### config.mk
export PLATFORM = sky130hd
export DESIGN_NAME = serial_command_frame_parser
export DESIGN_NICKNAME = d
export VERILOG_FILES = /design/src/hw/rtl/scfp_pkg.sv /design/src/hw/rtl/scfp_front.sv /design/src/hw/rtl/scfp_back.sv /design/src/hw/rtl/serial_command_frame_parser.sv
export SDC_FILE = /design/constraint.sdc
export NUM_CORES = 1
export LEC_CHECK = 0
export BUFFER_PORTS_ARGS = -buffer_cell sky130_fd_sc_hd__buf_2
export CAP_MARGIN = 20
export CORE_MARGIN = 8
export CORE_UTILIZATION = 55
export CTS_CLUSTER_DIAMETER = 120
export DETAILED_ROUTE_END_ITERATION = 6
export HOLD_SLACK_MARGIN = 0.15
export MAX_ROUTING_LAYER = met4
export PLACE_DENSITY_LB_ADDON = 0.2
export SETUP_SLACK_MARGIN = 0.15
export SLEW_MARGIN = 20
export SYNTH_ARGS = -nofsm -noshare
export SYNTH_HDL_FRONTEND = slang
export SYNTH_SLANG_ARGS = --single-unit
### constraint.sdc
create_clock -name clk -period 13.1 [get_ports clk]
set_clock_uncertainty 0.2 [all_clocks]
set_input_delay 2.62 -clock clk [delete_from_list [all_inputs] [get_ports clk]]
set_output_delay 2.62 -clock clk [all_outputs]
set_load 0.05 [all_outputs]
### src/hw/rtl/scfp_pkg.sv
// Shared types and constants for the serial command frame parser.
// No dependencies; imported by scfp_front, scfp_back and the top level.

package scfp_pkg;

  // Frame delimiters
  localparam logic [7:0] HDR0      = 8'h0A;
  localparam logic [7:0] HDR1      = 8'hA0;
  localparam logic [7:0] TAIL_BYTE = 8'h16;

  // Hard payload ceiling and saturation value for reported lengths
  localparam logic [10:0] MAX_PAYLOAD = 11'd1024;
  localparam logic [10:0] LEN_SAT     = 11'h7FF;

  // Register reset values
  localparam logic [7:0]  MAX_CMD_RST = 8'd40;
  localparam logic [10:0] MAX_LEN_RST = 11'd1024;

  // Depth of the classified-byte queue between front and back
  localparam int Q_DEPTH = 4;

  // Register indexes (byte address bit 2)
  localparam logic REG_MAX_COMMAND = 1'b0;
  localparam logic REG_MAX_LENGTH  = 1'b1;

  typedef enum logic [2:0] {
    PH_HUNT,
    PH_CMD,
    PH_LENHI,
    PH_LENLO,
    PH_DATA,
    PH_SUM,
    PH_TAIL
  } phase_t;

  typedef enum logic [1:0] {
    EV_PAYLOAD = 2'd0,
    EV_ACCEPT  = 2'd1,
    EV_REJECT  = 2'd2
  } event_t;

  typedef enum logic [2:0] {
    ERR_NONE     = 3'd0,
    ERR_COMMAND  = 3'd1,
    ERR_LENGTH   = 3'd2,
    ERR_CHECKSUM = 3'd3,
    ERR_TAIL     = 3'd4
  } err_t;

  // One received byte with its precomputed class flags
  typedef struct packed {
    logic [7:0] data;
    logic       hdr0;
    logic       hdr1;
    logic       tail;
    logic       cmd_bad;
  } item_t;

  typedef struct packed {
    event_t      ev;
    logic [7:0]  cmd;
    logic [10:0] len;
    logic [7:0]  pbyte;
    logic [9:0]  idx;
    err_t        err;
  } result_t;

endpackage

### src/hw/rtl/scfp_front.sv
// Front end: accepts received bytes, classifies them and queues them.
// Depends on scfp_pkg (item_t, delimiters, Q_DEPTH).

module scfp_front (
  input  logic              clk,
  input  logic              rst_n,
  input  logic              in_tvalid,
  output logic              in_tready,
  input  logic [7:0]        rx_byte,
  input  logic [7:0]        max_command,
  output logic              item_valid,
  output scfp_pkg::item_t   item,
  input  logic              item_pop
);
  import scfp_pkg::*;

  localparam int PTR_W = (Q_DEPTH > 1) ? $clog2(Q_DEPTH) : 1;
  localparam int CNT_W = $clog2(Q_DEPTH + 1);

  item_t             q_r [Q_DEPTH];
  logic [PTR_W-1:0]  wr_ptr_r, wr_ptr_nxt;
  logic [PTR_W-1:0]  rd_ptr_r, rd_ptr_nxt;
  logic [CNT_W-1:0]  count_r, count_nxt;
  item_t             cls;
  logic              push;

  always_comb begin
    cls.data    = rx_byte;
    cls.hdr0    = (rx_byte == HDR0);
    cls.hdr1    = (rx_byte == HDR1);
    cls.tail    = (rx_byte == TAIL_BYTE);
    cls.cmd_bad = (rx_byte > max_command);
  end

  assign in_tready  = (count_r != CNT_W'(Q_DEPTH));
  assign push       = in_tvalid && in_tready;
  assign item_valid = (count_r != '0);
  assign item       = q_r[rd_ptr_r];

  always_comb begin
    wr_ptr_nxt = wr_ptr_r;
    rd_ptr_nxt = rd_ptr_r;
    count_nxt  = count_r;
    if (push) begin
      wr_ptr_nxt = (wr_ptr_r == PTR_W'(Q_DEPTH - 1)) ? '0 : wr_ptr_r + 1'b1;
    end
    if (item_pop) begin
      rd_ptr_nxt = (rd_ptr_r == PTR_W'(Q_DEPTH - 1)) ? '0 : rd_ptr_r + 1'b1;
    end
    if (push && !item_pop) begin
      count_nxt = count_r + 1'b1;
    end else if (!push && item_pop) begin
      count_nxt = count_r - 1'b1;
    end
  end

  always_ff @(posedge clk) begin
    if (!rst_n) begin
      wr_ptr_r <= '0;
      rd_ptr_r <= '0;
      count_r  <= '0;
    end else begin
      wr_ptr_r <= wr_ptr_nxt;
      rd_ptr_r <= rd_ptr_nxt;
      count_r  <= count_nxt;
    end
  end

  always_ff @(posedge clk) begin
    if (push) begin
      q_r[wr_ptr_r] <= cls;
    end
  end

  a_no_pop_empty: assert property (@(posedge clk) disable iff (!rst_n)
    item_pop |-> item_valid)
    else $error("queue popped while empty");

  a_fill_count: assert property (@(posedge clk) disable iff (!rst_n)
    (push && !item_pop) |=> (count_r == $past(count_r) + 1'b1))
    else $error("queue count did not advance on push");

  a_queued_class: assert property (@(posedge clk) disable iff (!rst_n)
    item_valid |-> (item.hdr0 == (item.data == HDR0)) &&
                   (item.tail == (item.data == TAIL_BYTE)))
    else $error("queued byte class flags inconsistent");

endmodule

### src/hw/rtl/scfp_back.sv
// Back end: frame state machine with checksum, length check and result register.
// Depends on scfp_pkg (phase_t, event_t, err_t, item_t, result_t).

module scfp_back (
  input  logic               clk,
  input  logic               rst_n,
  input  logic               item_valid,
  input  scfp_pkg::item_t    item,
  output logic               item_pop,
  input  logic [10:0]        max_length,
  output logic               out_valid,
  input  logic               out_ready,
  output scfp_pkg::result_t  out_res
);
  import scfp_pkg::*;

  phase_t       phase_r, phase_nxt;
  logic         hfs_r, hfs_nxt;
  logic [7:0]   cmd_r, cmd_nxt;
  logic [7:0]   lenhi_r, lenhi_nxt;
  logic [10:0]  len_r, len_nxt;
  logic [10:0]  rem_r, rem_nxt;
  logic [9:0]   idx_r, idx_nxt;
  logic [7:0]   sum_r, sum_nxt;
  logic         out_valid_r, out_valid_nxt;
  result_t      out_res_r, out_res_nxt;

  logic         emit;
  result_t      res;
  logic [10:0]  limit;
  logic [15:0]  full;
  logic         len_bad;
  logic [10:0]  full_sat;
  logic [7:0]   sum_add;
  logic [7:0]   b;

  assign b        = item.data;
  assign item_pop = item_valid && (!out_valid_r || out_ready);
  assign limit    = (max_length > MAX_PAYLOAD) ? MAX_PAYLOAD : max_length;
  assign full     = {lenhi_r, b};
  assign len_bad  = (full > {5'd0, limit});
  assign full_sat = (|full[15:11]) ? LEN_SAT : full[10:0];
  assign sum_add  = sum_r + b;

  // Next state
  always_comb begin
    phase_nxt = phase_r;
    if (item_pop) begin
      case (phase_r)
        PH_CMD:   phase_nxt = item.cmd_bad ? PH_HUNT : PH_LENHI;
        PH_LENHI: phase_nxt = PH_LENLO;
        PH_LENLO: begin
          if (len_bad) begin
            phase_nxt = PH_HUNT;
          end else begin
            phase_nxt = (full == 16'd0) ? PH_SUM : PH_DATA;
          end
        end
        PH_DATA:  phase_nxt = (rem_r == 11'd1) ? PH_SUM : PH_DATA;
        PH_SUM:   phase_nxt = (b == sum_r) ? PH_TAIL : PH_HUNT;
        PH_TAIL:  phase_nxt = PH_HUNT;
        default:  phase_nxt = (item.hdr1 && hfs_r) ? PH_CMD : PH_HUNT;
      endcase
    end
  end

  // Result and datapath
  always_comb begin
    emit      = 1'b0;
    res.ev    = EV_PAYLOAD;
    res.cmd   = cmd_r;
    res.len   = len_r;
    res.pbyte = '0;
    res.idx   = '0;
    res.err   = ERR_NONE;
    hfs_nxt   = hfs_r;
    cmd_nxt   = cmd_r;
    lenhi_nxt = lenhi_r;
    len_nxt   = len_r;
    rem_nxt   = rem_r;
    idx_nxt   = idx_r;
    sum_nxt   = sum_r;
    if (item_pop) begin
      case (phase_r)
        PH_CMD: begin
          if (item.cmd_bad) begin
            emit    = 1'b1;
            res.ev  = EV_REJECT;
            res.cmd = b;
            res.len = '0;
            res.err = ERR_COMMAND;
            hfs_nxt = item.hdr0;
          end else begin
            cmd_nxt = b;
            sum_nxt = b;
          end
        end
        PH_LENHI: begin
          lenhi_nxt = b;
          sum_nxt   = sum_add;
        end
        PH_LENLO: begin
          if (len_bad) begin
            emit    = 1'b1;
            res.ev  = EV_REJECT;
            res.len = full_sat;
            res.err = ERR_LENGTH;
            hfs_nxt = item.hdr0;
          end else begin
            sum_nxt = sum_add;
            len_nxt = full[10:0];
            rem_nxt = full[10:0];
            idx_nxt = '0;
          end
        end
        PH_DATA: begin
          emit      = 1'b1;
          res.pbyte = b;
          res.idx   = idx_r;
          sum_nxt   = sum_add;
          rem_nxt   = rem_r - 1'b1;
          idx_nxt   = idx_r + 1'b1;
        end
        PH_SUM: begin
          if (b != sum_r) begin
            emit    = 1'b1;
            res.ev  = EV_REJECT;
            res.err = ERR_CHECKSUM;
            hfs_nxt = item.hdr0;
          end
        end
        PH_TAIL: begin
          emit = 1'b1;
          if (item.tail) begin
            res.ev  = EV_ACCEPT;
            hfs_nxt = 1'b0;
          end else begin
            res.ev  = EV_REJECT;
            res.err = ERR_TAIL;
            hfs_nxt = item.hdr0;
          end
        end
        default: begin
          // 0x0A arms, anything else (including the 0xA0 that starts a frame) disarms
          hfs_nxt = item.hdr0;
        end
      endcase
    end
  end

  // Output register: loads a new result when it is empty or while the previous one is taken
  always_comb begin
    out_res_nxt   = out_res_r;
    out_valid_nxt = out_valid_r;
    if (item_pop && emit) begin
      out_res_nxt   = res;
      out_valid_nxt = 1'b1;
    end else if (out_ready) begin
      out_valid_nxt = 1'b0;
    end
  end

  always_ff @(posedge clk) begin
    if (!rst_n) begin
      phase_r     <= PH_HUNT;
      hfs_r       <= 1'b0;
      out_valid_r <= 1'b0;
    end else begin
      phase_r     <= phase_nxt;
      hfs_r       <= hfs_nxt;
      out_valid_r <= out_valid_nxt;
    end
  end

  always_ff @(posedge clk) begin
    cmd_r     <= cmd_nxt;
    lenhi_r   <= lenhi_nxt;
    len_r     <= len_nxt;
    rem_r     <= rem_nxt;
    idx_r     <= idx_nxt;
    sum_r     <= sum_nxt;
    out_res_r <= out_res_nxt;
  end

  assign out_valid = out_valid_r;
  assign out_res   = out_res_r;

  a_data_nonzero: assert property (@(posedge clk) disable iff (!rst_n)
    (phase_r == PH_DATA) |-> (rem_r != 11'd0))
    else $error("payload phase with nothing remaining");

  a_last_payload: assert property (@(posedge clk) disable iff (!rst_n)
    (item_pop && phase_r == PH_DATA && rem_r == 11'd1) |=> (phase_r == PH_SUM))
    else $error("last payload byte did not lead to checksum");

  a_payload_out: assert property (@(posedge clk) disable iff (!rst_n)
    (item_pop && phase_r == PH_DATA) |=> (out_valid && out_res.ev == EV_PAYLOAD))
    else $error("payload byte produced no result");

  a_tail_out: assert property (@(posedge clk) disable iff (!rst_n)
    (item_pop && phase_r == PH_TAIL) |=>
      (out_valid && phase_r == PH_HUNT &&
       (out_res.ev == EV_ACCEPT || out_res.ev == EV_REJECT)))
    else $error("tail byte did not close the frame");

endmodule

### src/hw/rtl/serial_command_frame_parser.sv
// Serial command frame parser: received bytes in, payload/accept/reject
// transactions out. Frame: 0A A0, command, length hi, length lo, payload,
// 8-bit additive checksum, 16 tail.
// Input channel: one byte per transaction in in_tdata[7:0].
// Output channel: one transaction per payload byte and one at frame end
// (accept or reject with an error code); header, command, length and
// checksum bytes of a good frame produce no transaction.
// A received byte passes through the queue and then the output register.
// Throughput: one byte per cycle; the back end takes one byte from the
// four-entry queue per cycle, limited only by the output register.
// If the receiver stalls, the output register holds, the back end stops and
// the queue fills; in_tready drops when four bytes wait.
// Reset (synchronous, active low) empties the queue and output register,
// sets the parser to header hunt, max_command to 40 and max_length to 1024.
// Registers: 0x0 max_command, 0x4 max_length; write only while idle.
// Depends on scfp_pkg, scfp_front, scfp_back.

module serial_command_frame_parser (
  input  logic        clk,
  input  logic        rst_n,
  input  logic        in_tvalid,
  output logic        in_tready,
  input  logic [7:0]  in_tdata,     // [7:0] rx_byte
  output logic        out_tvalid,
  input  logic        out_tready,
  output logic [39:0] out_tdata,    // [7:0] command, [18:8] frame_length,
                                    // [26:19] payload_byte, [36:27] payload_index,
                                    // [39:37] error_code
  output logic [1:0]  out_tuser,    // [1:0] event_res
  input  logic        cfg_psel,
  input  logic        cfg_penable,
  input  logic        cfg_pwrite,
  input  logic [2:0]  cfg_paddr,
  input  logic [31:0] cfg_pwdata,
  output logic [31:0] cfg_prdata,
  output logic        cfg_pready
);
  import scfp_pkg::*;

  logic [7:0]  max_cmd_r, max_cmd_nxt;
  logic [10:0] max_len_r, max_len_nxt;
  logic        cfg_wr;
  logic        item_valid;
  item_t       item;
  logic        item_pop;
  result_t     res;

  assign cfg_pready = 1'b1;
  assign cfg_wr     = cfg_psel && cfg_penable && cfg_pwrite && cfg_pready;

  always_comb begin
    max_cmd_nxt = max_cmd_r;
    max_len_nxt = max_len_r;
    if (cfg_wr) begin
      case (cfg_paddr[2])
        REG_MAX_COMMAND: max_cmd_nxt = cfg_pwdata[7:0];
        REG_MAX_LENGTH:  max_len_nxt = cfg_pwdata[10:0];
        default: ;
      endcase
    end
  end

  always_comb begin
    case (cfg_paddr[2])
      REG_MAX_COMMAND: cfg_prdata = {24'd0, max_cmd_r};
      REG_MAX_LENGTH:  cfg_prdata = {21'd0, max_len_r};
      default:         cfg_prdata = '0;
    endcase
  end

  always_ff @(posedge clk) begin
    if (!rst_n) begin
      max_cmd_r <= MAX_CMD_RST;
      max_len_r <= MAX_LEN_RST;
    end else begin
      max_cmd_r <= max_cmd_nxt;
      max_len_r <= max_len_nxt;
    end
  end

  scfp_front u_front (
    .clk         (clk),
    .rst_n       (rst_n),
    .in_tvalid   (in_tvalid),
    .in_tready   (in_tready),
    .rx_byte     (in_tdata),
    .max_command (max_cmd_r),
    .item_valid  (item_valid),
    .item        (item),
    .item_pop    (item_pop)
  );

  scfp_back u_back (
    .clk        (clk),
    .rst_n      (rst_n),
    .item_valid (item_valid),
    .item       (item),
    .item_pop   (item_pop),
    .max_length (max_len_r),
    .out_valid  (out_tvalid),
    .out_ready  (out_tready),
    .out_res    (res)
  );

  assign out_tdata = {res.err, res.idx, res.pbyte, res.len, res.cmd};
  assign out_tuser = res.ev;

endmodule
Word-level counts from Yosys, hierarchy flattened
Memory sizes are Yosys's and may differ from the RTL's. A register that Yosys moved wholly into a read port is not among the register bits.
Index checks and enable logic that the tools add are counted.
{ "classes": {"reduce_logical": 30, "n_addsub": 7, "div": 0, "order_cmp": 3, "n_eq_ne": 20, "n_mul": 0, "bitwise_logic": 4, "shifts": 0, "muxes": 52} }
{ "op_table": {"columns": ["cell", "count"], "rows": [
  ["$pmux W32 S2", 1],
  ["$mux W11", 4],
  ["$pmux W11 S2", 2],
  ["$mux W40", 1],
  ["$mux W8", 3],
  ["$pmux W8 S3", 1],
  ["$mux W21", 1],
  ["$mux W2", 10],
  ["$pmux W10 S2", 1],
  ["$mux W18", 1],
  ["$pmux W3 S6", 1],
  ["$gt A16 B11 Y1", 1],
  ["$logic_not A16 Y1", 1],
  ["$mux W1", 16],
  ["$mux W3", 5],
  ["$pmux W3 S4", 1],
  ["$eq A11 B1 Y1 const B", 1],
  ["$gt A11 B11 Y1 const B", 1],
  ["$sub A11 B1 Y11 const B", 1],
  ["$add A10 B1 Y10 const B", 1],
  ["$mux W10", 1],
  ["$eq A3 B3 Y1 const B", 3],
  ["$reduce_and A3 Y1", 3],
  ["$add A8 B8 Y8", 1],
  ["other kinds (29)", 54]
]} }
{ "totals": {"rom_bits": 0, "latch_bits": 0, "ramBits": 48, "in_bits": 50, "regBits": 129, "word_cells": 137, "n_memories": 1} }
{ "mem_list": {"columns": ["memory", "words", "word_bits", "read_ports", "rd_clocked_by_memory_dff", "wr", "line", "text"], "rows": [
  ["u_front.q_r", 4, 12, 1, 1, 1, "scfp_front.sv:20", "item_t q_r [Q_DEPTH];"]
]} }

Logic depth before layout (Yosys ltp)
Gate-level depths: netlist (run 1).
{ "logic_depth": {"depth_word": 8, "mapped_depth": 11, "mapped_depth_nobuf": 10} }

By module
From an unflattened synthesis (run 1), not the netlist that was laid out.
{ "unflattened": {"hier_cells": 679, "area_unflattened_um2": 8533.2} }
{ "by_module_without_submodules": {"columns": ["mod", "n_inst", "area_each_um2", "seq_area_each_um2", "cells_each"], "rows": [
  ["scfp_back", 1, 5013.6, 3042.9, 420],
  ["scfp_front", 1, 2462.4, 1621.6, 145],
  ["serial_command_frame_parser", 1, 1057.3, 380.4, 114]
]} }

Worst setup path before layout (run 1)
Ideal clock, no wire load.
{ "synth_timing": {"path_kind": "input -> output", "startpoint": "in cfg_paddr[2]", "endpoint": "out cfg_prdata[1]", "required_ns": 10.280, "arrival_ns": 4.088, "setup_slack_ns": 6.192, "path_buffers": 2, "cell_stages": 3, "path_cell_list": "clkbuf_1 clkbuf_1 o21ai_0"} }
{ "synth_via": {"elab_chain_cells": 2} }
{ "synth_rtl": {"columns": ["item", "line", "text"], "rows": [
  ["start, declared", "serial_command_frame_parser.sv:33", "input logic [2:0] cfg_paddr,"],
  ["$not A1 Y1 (no source line)", null, null],
  ["$pmux W32 S2 *", "serial_command_frame_parser.sv:64", "case (cfg_paddr[2])"],
  ["end, declared", "serial_command_frame_parser.sv:35", "output logic [31:0] cfg_prdata,"]
]} }
Every way passes the cells marked *; elsewhere a longest branch is shown, timed or not. The select of a mux whose other input is x is not followed.

Final worst setup path (run 1)
{ "layout_timing": {"startpoint": "in cfg_paddr[2]", "endpoint": "out cfg_prdata[0]"} }
Same word-level chain as after synthesis.

==> impl_metrics.tcl, run 1 <==
set metrics [dict create \
    cts.sinks 179 \
    post-place-ws_ns 6.799 \
    critical_path_required_ns 10.28 \
    hold_violations 0 \
    p_int_mw 1.227 \
    yosys_warnings 0 \
    endpoint_kind "output pin" \
    hpwl_um 12040 \
    via_per_inst 5.761 \
    setup_tns_ns 0 \
    crit_path_top_delay_cell "mux2_2" \
    post_cts_resized 0 \
    grt_max_degree 43 \
    die-width_um 140.0 \
    track_usage_pct 18.70 \
    powerDensity_nw_per_um2 204.4 \
    cts_root_buffer "clkbuf_16" \
    start_util_pct 55.88 \
    holdCritStartpoint "u_back.hfs_r" \
    rr_worst_depth 8 \
    postPlaceCellArea_um2 8954 \
    yosysMostFrequentCell "edfxtp_1" \
    cts_setup_buffers 0 \
    synth_area_leader_cell "edfxtp_1" \
    die_h_um 140.0 \
    hold_depth 2 \
    ir_drop_v 0.0001047 \
    synth-async-reset-ratio_pct 0 \
    period_share_pct 48.16 \
    final_area_um2 9539 \
    slew_headroom_pct 34.18 \
    yosys_register_bits 179 \
    gr-usage-met2_pct 29.69 \
    synth_top_cell_area_share_pct 51.80 \
    die-area_um2 19610 \
    h-tree-depth 4 \
    gp_congestion 0.8427 \
    multiInputGateArea_um2 3153 \
    rsz0062_at_grt "false" \
    syn_area_um2 8463 \
    final_cells 976 \
    grt-ovfl-total 0 \
    drc_errors 0 \
    p_sw_mw 0.7228 \
    layout.nets 862 \
    ys_top_cells_by_area "edfxtp_1 52%, dfxtp_1 7.8%, ha_1 5.2%" \
    tritoncts "done" \
    setup_viol 0 \
    area_growth_pct 12.71 \
    fin_crit_ns 6.309 \
    core-area_um2 15150 \
    worstPathMaxFanout 20 \
    antenna_cells 0 \
    path_clk_slew_ns 0.06 \
    placed_cells 943 \
    synth_edf_count 146 \
    ff2ff_setup_slack_ns 8.57 \
    met3_usage_pct 4.519 \
    antenna_left 0 \
    cp.arrival_ns 3.49 \
    drt_iter0_markers 407 \
    worst_path_dominant_cell_family "buffers and inverters" \
    syn_avg_cell_area_um2 12.14 \
    yosys.cell_types.count 56 \
    setup_ws_ns 6.791 \
    start_kind "primary input" \
    min_to "u_back.hfs_r" \
    max_freq_ghz 0.1585 \
    drive_gt1_share_pct 16.50 \
    hold_path_class "reg -> reg" \
    synth_common_cells "146 x edfxtp_1, 96 x nand2_1, 41 x nor2_1" \
    yosys_most_used_dff "edfxtp_1" \
    holdWs_ns 0.2685 \
    rows 45 \
    wl_per_cell_um 17.98 \
    tightest_slew_ns 0.9837 \
    p_clk_share_pct 24.9 \
    yosysSeqAreaShare_pct 59.61 \
    use_met1_pct 23.21 \
    status "completed" \
    first_global_vias 5511 \
    io_pins 127 \
    clockBufferDepth 2 \
    vias 5623 \
    drt_pre_antenna_iters 5 \
    synthCells 697 \
    fillCellCount 1135 \
    final-seq-area_um2 5045 \
    grt_busiest_layer "met2" \
    worstSkewPairLatency_ns 0.42 \
    holdBufCountCts 0 \
    cp_slowest_stage_delay_ns 0.37 \
    maxSlewViolCount 0 \
    antenna_found_initial 0 \
    path_buf_inv 2 \
    worstReg2RegEnd "u_back.out_res[21]" \
    cap_violations 0 \
    p_seq_share_pct 41.0 \
    critPathKind "in -> out" \
    crit_chain "buf_2 -> mux2_2 -> buf_2" \
    port_buffers 81 \
    postRouteWirelength_um 17550 \
    cts_buffers 17 \
    switching_share_pct 37.08 \
    comb_power_share_pct 34.1 \
    leakage_nw 3.574 \
    crit_top_cell "buf_2" \
    grt_pass1_wl_um 28300 \
]
[sequential cells by signal, summed over array words and instances, names as in the netlist, 2 cells and up, named ones only]
| name | flops |
|---|---|
| u_front.rd_ptr_r | 2 |
| u_back.sum_r | 8 |
| u_back.phase_r | 3 |
| max_len_r | 11 |
| u_front.wr_ptr_r | 2 |
| u_front.count_r | 3 |
| u_back.lenhi_r | 8 |
| max_cmd_r | 8 |
| u_back.len_r | 11 |
| u_front.q_r | 48 |
| u_back.cmd_r | 8 |
| u_back.out_res | 42 |
| u_back.idx_r | 10 |
| u_back.rem_r | 11 |
[cell type report]
class                   count  share of cell area (%)
well taps                 188                   2.466
clock buffers              17                   4.460
clock inverters            15                   1.469
inverters                  24                  0.9444
flip-flops and latches    179                   52.89
repair buffers             86                   4.722
multi-input cells         467                   33.05
[worst max path at each step]
| stage | start | end | cells past startpoint |
|---|---|---|---|
| after CTS | cfg_paddr[2] | cfg_prdata[0] | 3 |
| final | cfg_paddr[2] | cfg_prdata[0] | 3 |
| after detailed placement | cfg_paddr[2] | cfg_prdata[0] | 3 |
| after global placement | cfg_paddr[2] | cfg_prdata[0] | 3 |
| after global routing | cfg_paddr[2] | cfg_prdata[0] | 3 |
| after floorplan | cfg_paddr[2] | cfg_prdata[1] | 3 |
[layout by cell type, fill, tap and decap left out, drive strengths merged, types with 4 or more instances in the layout]
cell     instances
nor2b            9
nor3            13
and3            25
clkbuf          17
buf             86
mux2             8
nor4            11
xor2            12
a21oi           21
nand2           96
o21ai           40
o211ai           4
a211oi           4
edfxtp         146
o2bb2ai         10
xnor2            8
or4              5
nand3            8
and2             5
inv             25
or3              8
dfxtp           33
o21a             6
clkinv          10
a21boi          20
mux4            12
nor2            41
nand4            7
ha              35
conb            22
nand2b           7
[layer usage]
layer	up-vias	wire length (um)
met3	26	1089
met1	2696	7749
met5	-	0
met2	199	8442
li1	2702	-
met4	0	267
[kinds of logic (layout without fill, tap and decap cells)]
kind of cell	after synthesis	count (layout)	synth area share (%)
flops	179	179	59.61
simple gates	242	242	13.87
xor+xnor	20	20	2.070
other cells	2	22	0.08874
mux	23	23	5.012
fa+ha+maj	37	37	5.648
buf+inv	71	142	4.243
compound gates	123	123	9.462
[power by group through the flow]
stage	clock (mW)	sequential, mW	combinational [mW]
after global placement	0	0.806	0.637
final	0.485	0.800	0.664
after detailed placement	0	0.811	0.660
after CTS	0.495	0.799	0.664
after floorplan	0	0.877	0.425
after global routing	0.519	0.810	0.729
[worst reg2reg max path: stages (launching register included)]
cell and delay [ns]:
dfxtp_1 0.79, mux4_1 0.97, ha_1 0.45, nand4_1 0.12, or4_1 0.53, o21a_1 0.15, o31a_1 0.15, o221ai_1 0.75
o2bb2ai_1 0.23
[metrics by stage]
stage                     util [%]  total power [mW]
final                        62.98             1.950
after global routing         62.98             2.059
after CTS                    62.85             1.958
after detailed placement     59.12             1.472
after global placement       59.12             1.444
after floorplan                  -             1.302
No activity file was read; power rests on OpenSTA's default activity.
==> inputs of run 2 (changes only) <==
--- a/config.mk
+++ b/config.mk
@@ -8,7 +8,7 @@
 export BUFFER_PORTS_ARGS = -buffer_cell sky130_fd_sc_hd__buf_2
 export CAP_MARGIN = 20
 export CORE_MARGIN = 8
-export CORE_UTILIZATION = 55
+export CORE_UTILIZATION = 52
 export CTS_CLUSTER_DIAMETER = 120
 export DETAILED_ROUTE_END_ITERATION = 6
 export HOLD_SLACK_MARGIN = 0.15
==> constraint.sdc (replaced) <==
create_clock -name clk -period 5.65 [get_ports clk]
set_clock_uncertainty 0.2 [all_clocks]
set_input_delay 1.13 -clock clk [delete_from_list [all_inputs] [get_ports clk]]
set_output_delay 1.13 -clock clk [all_outputs]
set_load 0.05 [all_outputs]
==> run 2 against run 1 <==
  * Register-to-register slack got worse by 7.4 ns
  * Sequential cell count is the same
  * Critical path depth is 5 higher
  * Global-route usage shrank 0.47 points
  * Critical endpoint is now u_back.out_res[34]
==> impl_metrics.tcl, run 2 (synthesized netlist as in run 1, its figures left out) <==
set metrics [dict create \
    final_area_um2 9672 \
    setup_tns_ns 0 \
    worstPathMaxFanout 36 \
    p_clk_share_pct 27.4 \
    final_cell_mix "146 x edfxtp_1, 96 x nand2_1, 81 x buf_2, 41 x nor2_1, 40 x o21ai_0" \
    holdCritStartpoint "u_back.hfs_r" \
    vias 5608 \
    endpoint_kind "flip-flop" \
    worstReg2RegEnd "u_back.out_res[34]" \
    hold_path_class "reg -> reg" \
    critPathKind "reg -> reg" \
    route.met2.wl_um 8463 \
    post_cts_resized 0 \
    grt-ovfl-total 0 \
    antenna_cells 0 \
    grt_pass1_wl_um 28060 \
    start_util_pct 53.28 \
    cts.sinks 179 \
    drc_errors 0 \
    powerDensity_nw_per_um2 484.9 \
    tritoncts "done" \
    cts_root_buffer "clkbuf_16" \
    holdBufCountCts 0 \
    largest_reg_flops 48 \
    tightest_slew_ns 0.9920 \
    antenna_found_initial 0 \
    drt_pre_antenna_iters 5 \
    met1_length_um 7682 \
    met3WireLength_um 999 \
    p_seq_share_pct 39.4 \
    cp.arrival_ns 4.35 \
    p_int_mw 3.001 \
    period_share_pct 79.20 \
    io_pins 127 \
    cts_buffers 17 \
    drt_iter0_markers 451 \
    clockBufferDepth 2 \
    min_to "u_back.hfs_r" \
    port_buffers 81 \
    start_kind "flip-flop" \
    worstSkewPairLatency_ns 0.43 \
    utilization_pct 60.89 \
    cts_setup_buffers 0 \
    p_sw_mw 1.689 \
    fin_crit_ns 4.475 \
    hpwl_um 12150 \
    maxSlewViolCount 0 \
    slew_headroom_pct 33.87 \
    final_common_cell "edfxtp_1" \
    postRouteWirelength_um 17530 \
    core-area_um2 15890 \
    rows 46 \
    track_usage_pct 18.24 \
    max_freq_ghz 0.2235 \
    leakage_nw 3.621 \
    path_clk_slew_ns 0.06 \
    hold_violations 0 \
    die_h_um 143.6 \
    critical_path_required_ns 5.53 \
    status "completed" \
    regMostFlops "u_front.q_r" \
    rsz0062_at_grt "false" \
    rr_worst_depth 8 \
    layout.nets 865 \
    hold_depth 2 \
    ff2ff_setup_slack_ns 1.18 \
    gp_congestion 0.8980 \
    antenna_left 0 \
    setup_viol 0 \
    via_per_inst 5.569 \
    comb_power_share_pct 33.2 \
    grt_max_degree 37 \
    ir_drop_v 0.0002678 \
    h-tree-depth 4 \
    area_growth_pct 14.28 \
    switching_share_pct 36.00 \
    die-area_um2 20610 \
    cap_violations 0 \
    drive_gt1_share_pct 16.94 \
    postPlaceCellArea_um2 9019 \
    first_global_vias 5514 \
    highest_layer "met4" \
    wl_per_cell_um 17.41 \
    fillCellCount 1272 \
    die-width_um 143.6 \
]
[run 2: worst max path at each step]
stage                     slack (ns)                 end  cells past startpoint
after floorplan                 0.74   u_back.out_res[0]                      9
after global routing            0.94  u_back.out_res[33]                      8
after detailed placement        1.23  u_back.out_res[33]                      9
after global placement          1.22  u_back.out_res[33]                      9
final                           1.18  u_back.out_res[34]                      8
after CTS                       1.15  u_back.out_res[37]                      8
[run 2: cell type report]
type / instances / area (um^2) / share of cell area [%]
multi-input cells: 467 / 3148 / 32.55
clock inverters: 14 / 224.0 / 2.316
well taps: 216 / 270.3 / 2.794
repair buffers: 89 / 465.4 / 4.812
clock buffers: 18 / 429.2 / 4.437
inverters: 24 / 90.09 / 0.9314
flip-flops and latches: 179 / 5045 / 52.16
[run 2: per-stage QoR]
stage / total power, mW / cells / hold slack (ns) / setup WS (ns)
3_3_place_gp: 3.371 / 975 / 0.2420 / 1.224
2_1_floorplan: 3.018 / 717 / 0.2335 / 0.7428
3_5_place_dp: 3.429 / 975 / 0.2604 / 1.226
6_report: 4.690 / 1007 / 0.2654 / 1.175
4_1_cts: 4.715 / 1007 / 0.2691 / 1.153
5_1_grt: 4.947 / 1007 / 0.2866 / 0.9389
[run 2: power by group through the flow]
stage / logic [mW] / clock network [mW] / registers [mW]
3_3_place_gp: 1.50 / 0 / 1.87
6_report: 1.56 / 1.28 / 1.85
2_1_floorplan: 0.985 / 0 / 2.03
3_5_place_dp: 1.55 / 0 / 1.88
5_1_grt: 1.71 / 1.36 / 1.87
4_1_cts: 1.56 / 1.30 / 1.85
[run 2: routing by layer]
metal | up-vias | GRT usage, %
met5 | - | -
met4 | 0 | 7.305
met3 | 29 | 3.915
met2 | 176 | 29.57
met1 | 2700 | 21.96
li1 | 2703 | -
[run 2: critical path: stages, from the launching register on]
cell	delay, ns
dfxtp_1	0.79
mux4_1	0.97
ha_1	0.52
nor4_1	0.07
and3_1	0.22
a211oi_1	0.37
a21oi_1	0.18
o22ai_4	0.33
buf_4	0.44
